`src/rtl/assert_macros.svh`:
```
// Assertion helpers used by the RTL.
`ifndef ASSERT_MACROS_SVH
`define ASSERT_MACROS_SVH

// Checked on every clock edge outside reset.
`define ASSERT_CLK(label, clk, rst, prop, msg) \
  label: assert property (@(posedge clk) disable iff (rst) prop) else $error(msg);

// Checked on every clock edge, reset included.
`define ASSERT_ALWAYS(label, clk, prop, msg) \
  label: assert property (@(posedge clk) prop) else $error(msg);

`endif

```
`src/rtl/crlf_pkg.sv`:
```
`default_nettype none
package crlf_pkg;

  localparam int BYTE_W     = 8;
  localparam int LEN_W      = 6;
  localparam logic [BYTE_W-1:0] CHAR_CR = 8'h0D;
  localparam logic [BYTE_W-1:0] CHAR_LF = 8'h0A;
  localparam int CRLF_BYTES = 2;
  localparam logic [LEN_W-1:0] LINE_CAP     = 6'd61;
  localparam logic [LEN_W-1:0] LEN_RESET    = 6'd31;

  localparam logic OP_PUSH  = 1'b0;
  localparam logic OP_CLEAR = 1'b1;

  typedef struct packed {
    logic              op;
    logic [BYTE_W-1:0] data_byte;
  } in_word_t;

  typedef struct packed {
    logic [BYTE_W-1:0] line_byte;
    logic              last;
    logic [LEN_W-1:0]  line_length;
    logic              truncated;
  } out_word_t;

endpackage
`default_nettype wire

```
`src/rtl/crlf_line_deframer_ring.sv`:
```
// Channel  | Handshake                 | Word
// in       | in_valid / in_stall       | in_data  (op, data_byte)
// out      | out_valid / out_stall     | out_data (line_byte, last, line_length, truncated)
// cfg      | cfg_valid / cfg_ready     | cfg_data (max_line_len)
//
// A push that stores CR LF moves to a state that sizes the line, then emits each
// byte through a ring RAM read state and a state that loads the output
// register. in_stall is high for that whole line.
// Synchronous active-high reset empties the ring and sets max_line_len to 31;
// no clearing pass. out_stall holds the output word and pauses the next read.
`default_nettype none
`include "assert_macros.svh"
module crlf_line_deframer_ring
  import crlf_pkg::*;
#(
  parameter int RING_DEPTH = 64
) (
  input  logic             clk,
  input  logic             rst,
  input  logic             in_valid,
  output logic             in_stall,
  input  in_word_t         in_data,
  output logic             out_valid,
  input  logic             out_stall,
  output out_word_t        out_data,
  input  logic             cfg_valid,
  output logic             cfg_ready,
  input  logic [LEN_W-1:0] cfg_data
);

  localparam int PTR_W = $clog2(RING_DEPTH);
  localparam int PND_W = PTR_W + 1;
  localparam int CMP_W = (PND_W > LEN_W) ? PND_W : LEN_W;
  localparam logic [PTR_W-1:0] PTR_LAST = PTR_W'(RING_DEPTH - 1);

  localparam logic [1:0] ST_IDLE = 2'd0;
  localparam logic [1:0] ST_CALC = 2'd1;
  localparam logic [1:0] ST_RD   = 2'd2;
  localparam logic [1:0] ST_LD   = 2'd3;

  logic [1:0]        state;
  logic [PTR_W-1:0]  wr_ptr;
  logic [PTR_W-1:0]  rd_ptr;
  logic [PTR_W-1:0]  rd_addr;
  logic              cr_seen;
  logic [LEN_W-1:0]  max_line_len;
  logic [LEN_W-1:0]  idx;
  logic [LEN_W-1:0]  n;
  logic              trunc;

  logic              in_acc;
  logic              is_push;
  logic [PTR_W-1:0]  wr_ptr_next;
  logic              full;
  logic              do_write;
  logic              line_done;
  logic [PND_W-1:0]  pend;
  logic [PND_W-1:0]  count;
  logic [LEN_W-1:0]  limit;
  logic              over;
  logic [LEN_W-1:0]  n_next;
  logic              out_free;
  logic [BYTE_W-1:0] rd_data;
  logic              is_last;

  function automatic logic [PTR_W-1:0] ptr_inc(input logic [PTR_W-1:0] p);
    return (p == PTR_LAST) ? '0 : p + 1'b1;
  endfunction

  assign in_stall  = (state != ST_IDLE);
  assign cfg_ready = 1'b1;
  assign in_acc    = in_valid && !in_stall;
  assign is_push   = (in_data.op == OP_PUSH);

  assign wr_ptr_next = ptr_inc(wr_ptr);
  assign full        = (wr_ptr_next == rd_ptr);
  assign do_write    = in_acc && is_push && !full;
  assign line_done   = (in_data.data_byte == CHAR_LF) && cr_seen;

  // pending bytes, modulo the ring depth
  assign pend  = {1'b0, wr_ptr} - {1'b0, rd_ptr}
               + ((wr_ptr < rd_ptr) ? PND_W'(RING_DEPTH) : '0);
  assign count = (pend >= PND_W'(CRLF_BYTES)) ? pend - PND_W'(CRLF_BYTES) : '0;

  assign limit = (max_line_len == '0)      ? LEN_W'(1) :
                 (max_line_len > LINE_CAP) ? LINE_CAP  : max_line_len;
  assign over   = CMP_W'(count) > CMP_W'(limit);
  assign n_next = over ? limit : LEN_W'(count);

  assign out_free = !out_valid || !out_stall;
  assign is_last  = (idx + 1'b1) == n;

  crlf_ram #(
    .WIDTH (BYTE_W),
    .DEPTH (RING_DEPTH)
  ) u_ram (
    .clk     (clk),
    .wr_en   (do_write),
    .wr_addr (wr_ptr),
    .wr_data (in_data.data_byte),
    .rd_addr (rd_addr),
    .rd_data (rd_data)
  );

  always_ff @(posedge clk) begin
    if (rst) begin
      max_line_len <= LEN_RESET;
    end else if (cfg_valid && cfg_ready) begin
      max_line_len <= cfg_data;
    end
  end

  always_ff @(posedge clk) begin
    if (rst) begin
      state   <= ST_IDLE;
      wr_ptr  <= '0;
      rd_ptr  <= '0;
      cr_seen <= 1'b0;
    end else begin
      case (state)
        ST_IDLE: begin
          if (in_acc && !is_push) begin
            rd_ptr  <= wr_ptr;
            cr_seen <= 1'b0;
          end else if (do_write) begin
            wr_ptr <= wr_ptr_next;
            if (line_done) begin
              cr_seen <= 1'b0;
              state   <= ST_CALC;
            end else begin
              cr_seen <= (in_data.data_byte == CHAR_CR);
            end
          end
        end
        ST_CALC: begin
          if (n_next == '0) begin
            // empty line: just drop the CR LF
            rd_ptr <= wr_ptr;
            state  <= ST_IDLE;
          end else begin
            state <= ST_RD;
          end
        end
        ST_RD: begin
          if (out_free) begin
            state <= ST_LD;
          end
        end
        ST_LD: begin
          if (is_last) begin
            // rest of a truncated line goes with the CR LF
            rd_ptr <= wr_ptr;
            state  <= ST_IDLE;
          end else begin
            state <= ST_RD;
          end
        end
        default: state <= ST_IDLE;
      endcase
    end
  end

  always_ff @(posedge clk) begin
    case (state)
      ST_CALC: begin
        n       <= n_next;
        trunc   <= over;
        idx     <= '0;
        rd_addr <= rd_ptr;
      end
      ST_LD: begin
        idx     <= idx + 1'b1;
        rd_addr <= ptr_inc(rd_addr);
      end
      default: ;
    endcase
  end

  always_ff @(posedge clk) begin
    if (rst) begin
      out_valid <= 1'b0;
    end else if (state == ST_LD) begin
      out_valid <= 1'b1;
    end else if (out_valid && !out_stall) begin
      out_valid <= 1'b0;
    end
  end

  always_ff @(posedge clk) begin
    if (state == ST_LD) begin
      out_data.line_byte   <= rd_data;
      out_data.last        <= is_last;
      out_data.line_length <= n;
      out_data.truncated   <= trunc;
    end
  end

  `ASSERT_CLK(a_ld_slot_free, clk, rst, (state == ST_LD) |-> !out_valid, "output word overwritten")
  `ASSERT_CLK(a_rd_in_range, clk, rst, (state == ST_RD) |-> (idx < n), "read beyond line length")
  `ASSERT_CLK(a_clear_empties, clk, rst, (in_acc && in_data.op == OP_CLEAR) |=> (rd_ptr == wr_ptr && !cr_seen), "clear left bytes pending")
  `ASSERT_ALWAYS(a_reset_idle, clk, rst |=> (state == ST_IDLE && !out_valid && rd_ptr == wr_ptr), "reset did not empty the block")

endmodule
`default_nettype wire

```
`src/rtl/crlf_ram.sv`:
```
`default_nettype none
module crlf_ram #(
  parameter int WIDTH = 8,
  parameter int DEPTH = 64
) (
  input  logic                     clk,
  input  logic                     wr_en,
  input  logic [$clog2(DEPTH)-1:0] wr_addr,
  input  logic [WIDTH-1:0]         wr_data,
  input  logic [$clog2(DEPTH)-1:0] rd_addr,
  output logic [WIDTH-1:0]         rd_data
);

  logic [WIDTH-1:0] mem [DEPTH];

  always_ff @(posedge clk) begin
    if (wr_en) begin
      mem[wr_addr] <= wr_data;
    end
    rd_data <= mem[rd_addr];
  end

endmodule
`default_nettype wire
```
`config.mk`:
```
export PLATFORM = sky130hd
export DESIGN_NAME = crlf_line_deframer_ring
export DESIGN_NICKNAME = d
export VERILOG_FILES = /design/src/rtl/crlf_pkg.sv /design/src/rtl/crlf_line_deframer_ring.sv /design/src/rtl/crlf_ram.sv
export VERILOG_INCLUDE_DIRS = /design/src /design/src/rtl
export SDC_FILE = /design/constraint.sdc
export NUM_CORES = 1
export LEC_CHECK = 0
export ABC_CLOCK_PERIOD_IN_PS = 7700
export BUFFER_PORTS_ARGS = -buffer_cell sky130_fd_sc_hd__buf_4
export CAP_MARGIN = 20
export CORE_ASPECT_RATIO = 1.4
export CORE_UTILIZATION = 55
export CTS_BUF_LIST = sky130_fd_sc_hd__clkbuf_8
export DETAILED_ROUTE_END_ITERATION = 16
export HOLD_SLACK_MARGIN = 0.08
export MAX_ROUTING_LAYER = met4
export PLACE_DENSITY = 0.81
export SYNTH_ARGS = -nofsm -noshare
export SYNTH_HDL_FRONTEND = slang
export SYNTH_HIERARCHICAL = 1
export SYNTH_SLANG_ARGS = --single-unit
```
`constraint.sdc`:
```
create_clock -name clk -period 7.7 [get_ports clk]
set_input_delay 1.155 -clock clk [delete_from_list [all_inputs] [get_ports clk]]
set_output_delay 1.155 -clock clk [all_outputs]
set_load 0.05 [all_outputs]
```
==> impl_metrics.py, run 1 <==
metrics = {
    "timing": {
        "final.setup.tns_ns": 0,
        "hold_viol": 0,
        "min_period_over_period_pct": 71.6,
        "fin_skew_ns": 0.0402,
        "maxSlewViolCount": 0,
        "setup_slack_ns": 2.19,
        "worst_slew_pin_slew_ns": 1.07,
        "setup_viol": 0,
        "fmax_ghz": 0.181,
        "rsz0062_at_grt": "false",
        "fin_crit_ns": 5.51,
        "maxSlewHeadroom_pct": 26.5,
    },
    "job": {
        "max-cap-violations": 0,
    },
    "drt": {
        "drt-total-wl_mm": 50.2,
        "ant_nets": 0,
        "vias": 12200,
        "drt_iter0_markers": 1270,
        "dr.pass1.iters": 5,
        "drc": 0,
        "vias_per_cell": 6.31,
        "drt-wirelength-per-cell_um": 26.0,
    },
    "synthesis": {
        "synth_area_leaders": "edfxtp_1, mux4_2, dfxtp_1",
        "synth_top_area_share_pct": 70.5,
        "avgSynthCellArea_um2": 18.7,
        "synth_ff_type": "edfxtp_1",
        "synth_edf_count": 547,
        "ys_ff_latch": 577,
        "synth_warnings": 6,
        "synth_area_mm2": 0.0233,
        "async_flop_share_pct": 0,
        "synthCells": 1247,
        "synth_area_leader_cell": "edfxtp_1",
        "seq_area_frac_synth_pct": 73.1,
        "synth_cell_types": 71,
        "syn_nets": 1284,
    },
    "floorplan": {
        "chipHeight_um": 246,
        "dieArea_mm2": 0.0432,
        "pin_count": 39,
        "core_mm2": 0.0415,
        "num_rows": 88,
        "die_x_um": 176,
        "start_util_pct": 56.1,
    },
    "global_route": {
        "overflow": 0,
        "groute.usage.overall_pct": 24.9,
        "antenna_found_initial": 1,
        "grt_pass1_wl_mm": 75.6,
        "grt_max_degree": 103,
        "grt_pass1_vias": 12400,
    },
    "critical_path": {
        "cp.required_ns": 8.27,
        "cp_max_fo": 15,
        "start_kind": "flip-flop",
        "crit_path_end_kind": "flip-flop",
        "critPathArrivalTime_ns": 6.09,
        "criticalPathCategory": "reg -> reg",
    },
    "worst_hold_path": {
        "holdCritPathClass": "reg -> reg",
    },
    "clock_network": {
        "path_clk_slew_ns": 0.06,
        "cts_tree": "built",
        "root_buffer": "clkbuf_8",
        "post_cts_resize_count": 0,
        "clkLatencyLatePin_ns": 0.67,
        "cts_sinks": 577,
        "holdBufCountCts": 0,
        "post-cts-setup-buffers": 0,
        "h-tree-depth": 3,
        "cts_made_buffers": 82,
        "clockBufferDepth": 3,
    },
    "pwr": {
        "seq_power_share_pct": 56.5,
        "power_uw": 6100,
        "power_switching_uw": 1250,
        "combPwrFrac_pct": 2.6,
        "power_leakage_uw": 0.00841,
        "ir_drop_mv": 0.132,
        "p_sw_share_pct": 20.5,
        "p_int_uw": 4850,
        "clkPwrFrac_pct": 41.0,
        "pwr_density_cell_mw_per_mm2": 237,
    },
    "place": {
        "place_hpwl_mm": 30.3,
        "gp_congestion": 0.903,
        "io_buffers": 37,
        "pre_cts_slack_ns": 2.24,
    },
    "finish": {
        "nFillCells": 2776,
        "final_util_pct": 62.1,
        "drive_above_1_share_pct": 23.3,
        "fin_nets": 1358,
        "area_delta_synth_final_pct": 10.6,
    },
    "status": {
        "outcome": "complete, no violations",
    },
}
## power groups by stage
stage / clock network (uW) / registers [uW] / logic [uW]
after floorplan: 0 / 3510 / 83.8
after global placement: 0 / 3510 / 153
after detailed placement: 0 / 3510 / 158
after CTS: 2540 / 3440 / 158
after global routing: 2660 / 3440 / 175
final: 2500 / 3440 / 157
## layout by cell type (no fill, tap or decap), drive strengths merged, types with 4 or more instances in the layout
| cell | n |
|---|---|
| a211oi | 5 |
| o22ai | 10 |
| mux2 | 15 |
| bufinv | 7 |
| o21ai | 22 |
| and2 | 4 |
| nand4 | 5 |
| nor2 | 105 |
| and3 | 4 |
| o2bb2ai | 4 |
| nand3 | 23 |
| nand2b | 13 |
| buf | 49 |
| nand2 | 57 |
| nor4 | 4 |
| clkinv | 25 |
| xor2 | 13 |
| nor3 | 15 |
| a221oi | 8 |
| ha | 16 |
| clkbuf | 94 |
| or3 | 5 |
| nor2b | 16 |
| o211ai | 5 |
| a22oi | 4 |
| inv | 39 |
| mux2i | 33 |
| nand3b | 5 |
| edfxtp | 547 |
| clkinvlp | 7 |
| mux4 | 126 |
| xnor2 | 15 |
| o221ai | 9 |
| dfxtp | 30 |
| a21oi | 14 |
## routing by layer
layer	part of all wire (%)	GRT usage, %	vias up
met2	53	42.4	593
met4	3.3	9.77	0
met5	0	-	-
li1	-	-	5194
met1	36	29.4	6271
met3	7.0	4.56	115
## cell usage after synthesis (all sizes together), types with 17 or more instances
library cell / number
nor2: 105
nand3: 23
edfxtp: 547
mux2i: 33
buf: 35
mux4: 126
o21ai: 22
dfxtp: 30
clkbuf: 24
inv: 17
nand2: 57
## through the flow
stage          instances  cell area [um2]  hold slack [ns]
3_5_place_dp        1777            24000            0.389
6_report            1930            25800            0.405
3_3_place_gp        1777            24000            0.388
2_1_floorplan       1247            23300            0.386
4_1_cts             1929            25800            0.403
5_1_grt             1930            25800            0.410
## state kept, by name, summed over array words and instances, names as in the netlist
signal         cells
cr_seen            1
idx                6
max_line_len       6
n                  6
out_data          16
out_valid          1
rd_addr            6
rd_ptr             6
state              2
trunc              1
u_ram/mem        512
u_ram/rd_data      8
wr_ptr             6
## final timing paths
kind                            startpoint                endpoint  slack, ns  cells after the start
setup / recovery    wr_ptr[0]$_SDFFE_PP0P_  rd_ptr[1]$_SDFFE_PP0P_       2.19                     20
hold / removal    u_ram/rd_data[0]$_DFF_P_   out_data[8]$_DFFE_PP_       0.40                      0
setup reg to reg    wr_ptr[0]$_SDFFE_PP0P_  rd_ptr[1]$_SDFFE_PP0P_       2.19                     20
hold reg to reg   u_ram/rd_data[0]$_DFF_P_   out_data[8]$_DFFE_PP_       0.40                      0
## kinds of logic (layout without fill, tap and decap cells)
family | Yosys count | in the layout | synth area share, %
adder cells (fa/ha/maj) | 17 | 17 | 0.945
AND/OR/NAND/NOR | 261 | 261 | 5.17
AO/OA/AOI/OAI | 110 | 110 | 3.55
buffers and inverters | 79 | 221 | 1.83
XOR/XNOR | 28 | 28 | 1.08
flip-flops | 577 | 577 | 73.1
multiplexers | 174 | 174 | 14.3
other | 1 | 2 | 0.0161
## cell type report
cell class	count	area (um2)	share of cell area (%)
inverters	20	76.3	0.296
multi-input cells	591	5850	22.7
well taps	540	676	2.62
repair buffers	49	380	1.48
diodes	1	2.50	0.00971
clock inverters	58	463	1.80
flip-flops and latches	577	17000	66.1
clock buffers	94	1290	5.02
## critical path, cell delays in order, from the launching register on
cell and delay, ns:
dfxtp_1 0.63, inv_1 0.16, ha_1 0.26, fa_1 0.42, xor2_2 0.26, ha_1 0.25, nand2_1 0.06, mux2_2 0.32
or3_4 0.37, and2_1 0.19, ha_1 0.32, nand2_1 0.08, o21ai_1 0.06, a221oi_1 0.29, a41o_1 0.20, o21a_1 0.37
clkinv_2 0.15, mux2i_1 0.25, nor3_2 0.09, a211oi_4 0.46, mux2i_1 0.24
Power figures use the tool's default switching activity.
==> run 2, diff against run 1 <==
--- a/config.mk
+++ b/config.mk
@@ -6,7 +6,7 @@
 export SDC_FILE = /design/constraint.sdc
 export NUM_CORES = 1
 export LEC_CHECK = 0
-export ABC_CLOCK_PERIOD_IN_PS = 7700
+export ABC_CLOCK_PERIOD_IN_PS = 4800
 export BUFFER_PORTS_ARGS = -buffer_cell sky130_fd_sc_hd__buf_4
 export CAP_MARGIN = 20
 export CORE_ASPECT_RATIO = 1.4
@@ -15,7 +15,7 @@
 export DETAILED_ROUTE_END_ITERATION = 16
 export HOLD_SLACK_MARGIN = 0.08
 export MAX_ROUTING_LAYER = met4
-export PLACE_DENSITY = 0.81
+export PLACE_DENSITY = 0.84
 export SYNTH_ARGS = -nofsm -noshare
 export SYNTH_HDL_FRONTEND = slang
 export SYNTH_HIERARCHICAL = 1
==> constraint.sdc (replaced) <==
create_clock -name clk -period 4.8 [get_ports clk]
set_input_delay 0.72 -clock clk [delete_from_list [all_inputs] [get_ports clk]]
set_output_delay 0.72 -clock clk [all_outputs]
set_load 0.05 [all_outputs]
==> impl_metrics.py, run 2 (synthesized netlist as in run 1, its figures left out) <==
metrics = {
    "status": {
        "outcome": "complete, no violations",
    },
    "floorplan": {
        "num_rows": 88,
        "chipHeight_um": 246,
        "die_x_um": 176,
        "pin_count": 39,
        "dieArea_mm2": 0.0432,
        "core_mm2": 0.0415,
        "start_util_pct": 56.1,
    },
    "worst_hold_path": {
        "holdCritPathClass": "in -> reg",
        "hp-start": "cfg_data[4]",
        "min_path_cells": 3,
        "min_to": "max_line_len[4]$_SDFFE_PP1P_",
    },
    "clock_network": {
        "path_clk_slew_ns": 0.07,
        "h-tree-depth": 3,
        "clkLatencyLatePin_ns": 0.64,
        "cts_tree": "built",
        "root_buffer": "clkbuf_8",
        "clockBufferDepth": 3,
        "cts_sinks": 577,
        "cts_made_buffers": 81,
    },
    "timing": {
        "setup_viol": 0,
        "fin_crit_ns": 4.65,
        "min_period_over_period_pct": 96.9,
        "worst_slew_pin_slew_ns": 1.05,
        "hold_viol": 0,
        "final.setup.tns_ns": 0,
        "maxSlewViolCount": 0,
        "fin_skew_ns": 0.0353,
        "maxSlewHeadroom_pct": 29.7,
        "fmax_ghz": 0.215,
    },
    "critical_path": {
        "cpMaxStageDelayCell": "or3_1",
        "cp.required_ns": 5.31,
        "cp_slowest_stage_delay_ns": 0.39,
        "start_kind": "flip-flop",
        "criticalPathCategory": "reg -> reg",
        "cp_cell_sequence": "inv_1, ha_1, fa_2, xor2_2, ha_2, nand2_1, mux2_2, or3_4, o21ai_4, ha_1, and3_1, a221oi_1, a41o_1, o21a_1, clkinv_2, a22o_4, or3_1, a21oi_1, nor3_1",
        "r2r-end": "state[1]$_SDFFE_PP0P_",
        "critPathArrivalTime_ns": 5.16,
        "reg2reg_slack_ns": 0.15,
        "worstRegToRegCells": 19,
        "crit_path_end_kind": "flip-flop",
        "crit_top_cell": "ha_1",
        "cp_max_fo": 6,
        "rr_startpoint": "wr_ptr[0]$_SDFFE_PP0P_",
    },
    "drt": {
        "drt-wirelength-per-cell_um": 25.2,
        "drt_iter0_markers": 1463,
        "vias": 12600,
        "dr.pass1.iters": 7,
        "ant_nets": 0,
        "vias_per_cell": 6.30,
        "drc": 0,
        "drt-total-wl_mm": 50.5,
    },
    "global_route": {
        "grt_max_degree": 89,
        "grt_pass1_wl_mm": 75.8,
        "overflow": 0,
        "antenna_found_initial": 0,
        "grt_pass1_vias": 12800,
        "groute.usage.overall_pct": 24.7,
    },
    "place": {
        "numPlacedInstances": 1854,
        "gp_congestion": 0.880,
        "place_hpwl_mm": 31.7,
        "io_buffers": 37,
    },
    "finish": {
        "final_util_pct": 63.1,
        "drive_above_1_share_pct": 26.4,
        "largest_reg_flops": 512,
        "finalNonFillerCells": 2004,
        "final_cell_mix": "edfxtp_1, buf_4, mux4_2, nor2_1, clkbuf_8",
        "fin_nets": 1437,
        "reg_top3": "u_ram/mem x512, out_data x16, u_ram/rd_data x8",
        "largest_register": "u_ram/mem",
        "area_delta_synth_final_pct": 12.4,
        "layout_commonest_cell": "edfxtp_1",
        "n_antenna_cell": 0,
    },
    "pwr": {
        "pwr_density_cell_mw_per_mm2": 358,
        "ir_drop_mv": 0.267,
        "power_leakage_uw": 0.00876,
    },
    "job": {
        "max-cap-violations": 0,
    },
}
==> run 2: changes by cell type in the layout (fill, tap and decap cells not counted), sizes merged <==
cell      delta
clkbuf      -12
bufinv       -3
clkinvlp     -5
inv          +6
diode        -1
clkinv       +9
buf         +80
==> run 2: timing repair <==
| action | CTS | global route |
|---|---|---|
| setup endpoints to repair | 6 | 7 |
| setup buffers | 1 | 2 |
| pin swaps | 1 | 2 |
| cloned | 0 | 0 |
| gates resized for setup | 0 | 7 |
| hold buffers | 0 | 0 |
==> run 2: area by class of cell <==
| type | instances | area (um2) |
|---|---|---|
| Sequential cell | 577 | 17000 |
| Inverter | 20 | 76.3 |
| Timing Repair Buffer | 129 | 1010 |
| Tap cell | 540 | 676 |
| Multi-Input combinational cell | 591 | 5880 |
| Clock buffer | 82 | 1130 |
| Clock inverter | 65 | 384 |
| Fill cell | 2635 | 15300 |
==> run 2: critical path, delay by kind of cell (launching register included) <==
family                     cells  cell delay, ns
AOI/OAI and AO/OA              6            1.26
xor gates and xnor gates       1            0.21
adders and majority gates      4            1.12
buffers and inverters          2            0.18
DFF                            1            0.32
muxes                          1            0.32
and+or+nand+nor                5            1.10
==> run 2: per-stage QoR <==
stage | total power, uW | hold slack, ns | instance area, um2 | setup slack, ns
finish | 9380 | 0.309 | 26200 | 0.150
global route | 9640 | 0.319 | 26200 | -0.0498
CTS | 9400 | 0.282 | 26100 | 0.0155
detailed placement | 5900 | 0.391 | 24600 | -0.0760
global placement | 5880 | 0.387 | 24600 | 0.154
floorplan | 5760 | 0.386 | 23300 | 0.192
==> run 2: worst max-delay path by stage <==
stage | start | endpoint | cells after the start
2_1_floorplan | wr_ptr[0]$_SDFFE_PP0P_ | rd_ptr[0]$_SDFFE_PP0P_ | 20
3_3_place_gp | wr_ptr[0]$_SDFFE_PP0P_ | rd_ptr[5]$_SDFFE_PP0P_ | 20
3_5_place_dp | wr_ptr[0]$_SDFFE_PP0P_ | rd_ptr[3]$_SDFFE_PP0P_ | 19
4_1_cts | wr_ptr[0]$_SDFFE_PP0P_ | rd_ptr[1]$_SDFFE_PP0P_ | 20
5_1_grt | wr_ptr[0]$_SDFFE_PP0P_ | rd_ptr[1]$_SDFFE_PP0P_ | 20
6_report | wr_ptr[0]$_SDFFE_PP0P_ | state[1]$_SDFFE_PP0P_ | 19
==> run 2: metal layers <==
| layer | up-vias | global-route usage (%) | wire (um) |
|---|---|---|---|
| li1 | 5351 | - | - |
| met1 | 6395 | 28.1 | 17400 |
| met2 | 701 | 43.0 | 26900 |
| met3 | 171 | 3.90 | 3830 |
| met4 | 0 | 11.4 | 2330 |
| met5 | - | - | 0 |
==> run 2: report_power, final <==
| group | switching (uW) | leakage, uW | internal (uW) | total [uW] |
|---|---|---|---|---|
| registers | 4.55 | 0.00515 | 5520 | 5520 |
| clock network | 1740 | 0.000872 | 1820 | 3560 |
| logic | 200 | 0.00273 | 97.9 | 298 |
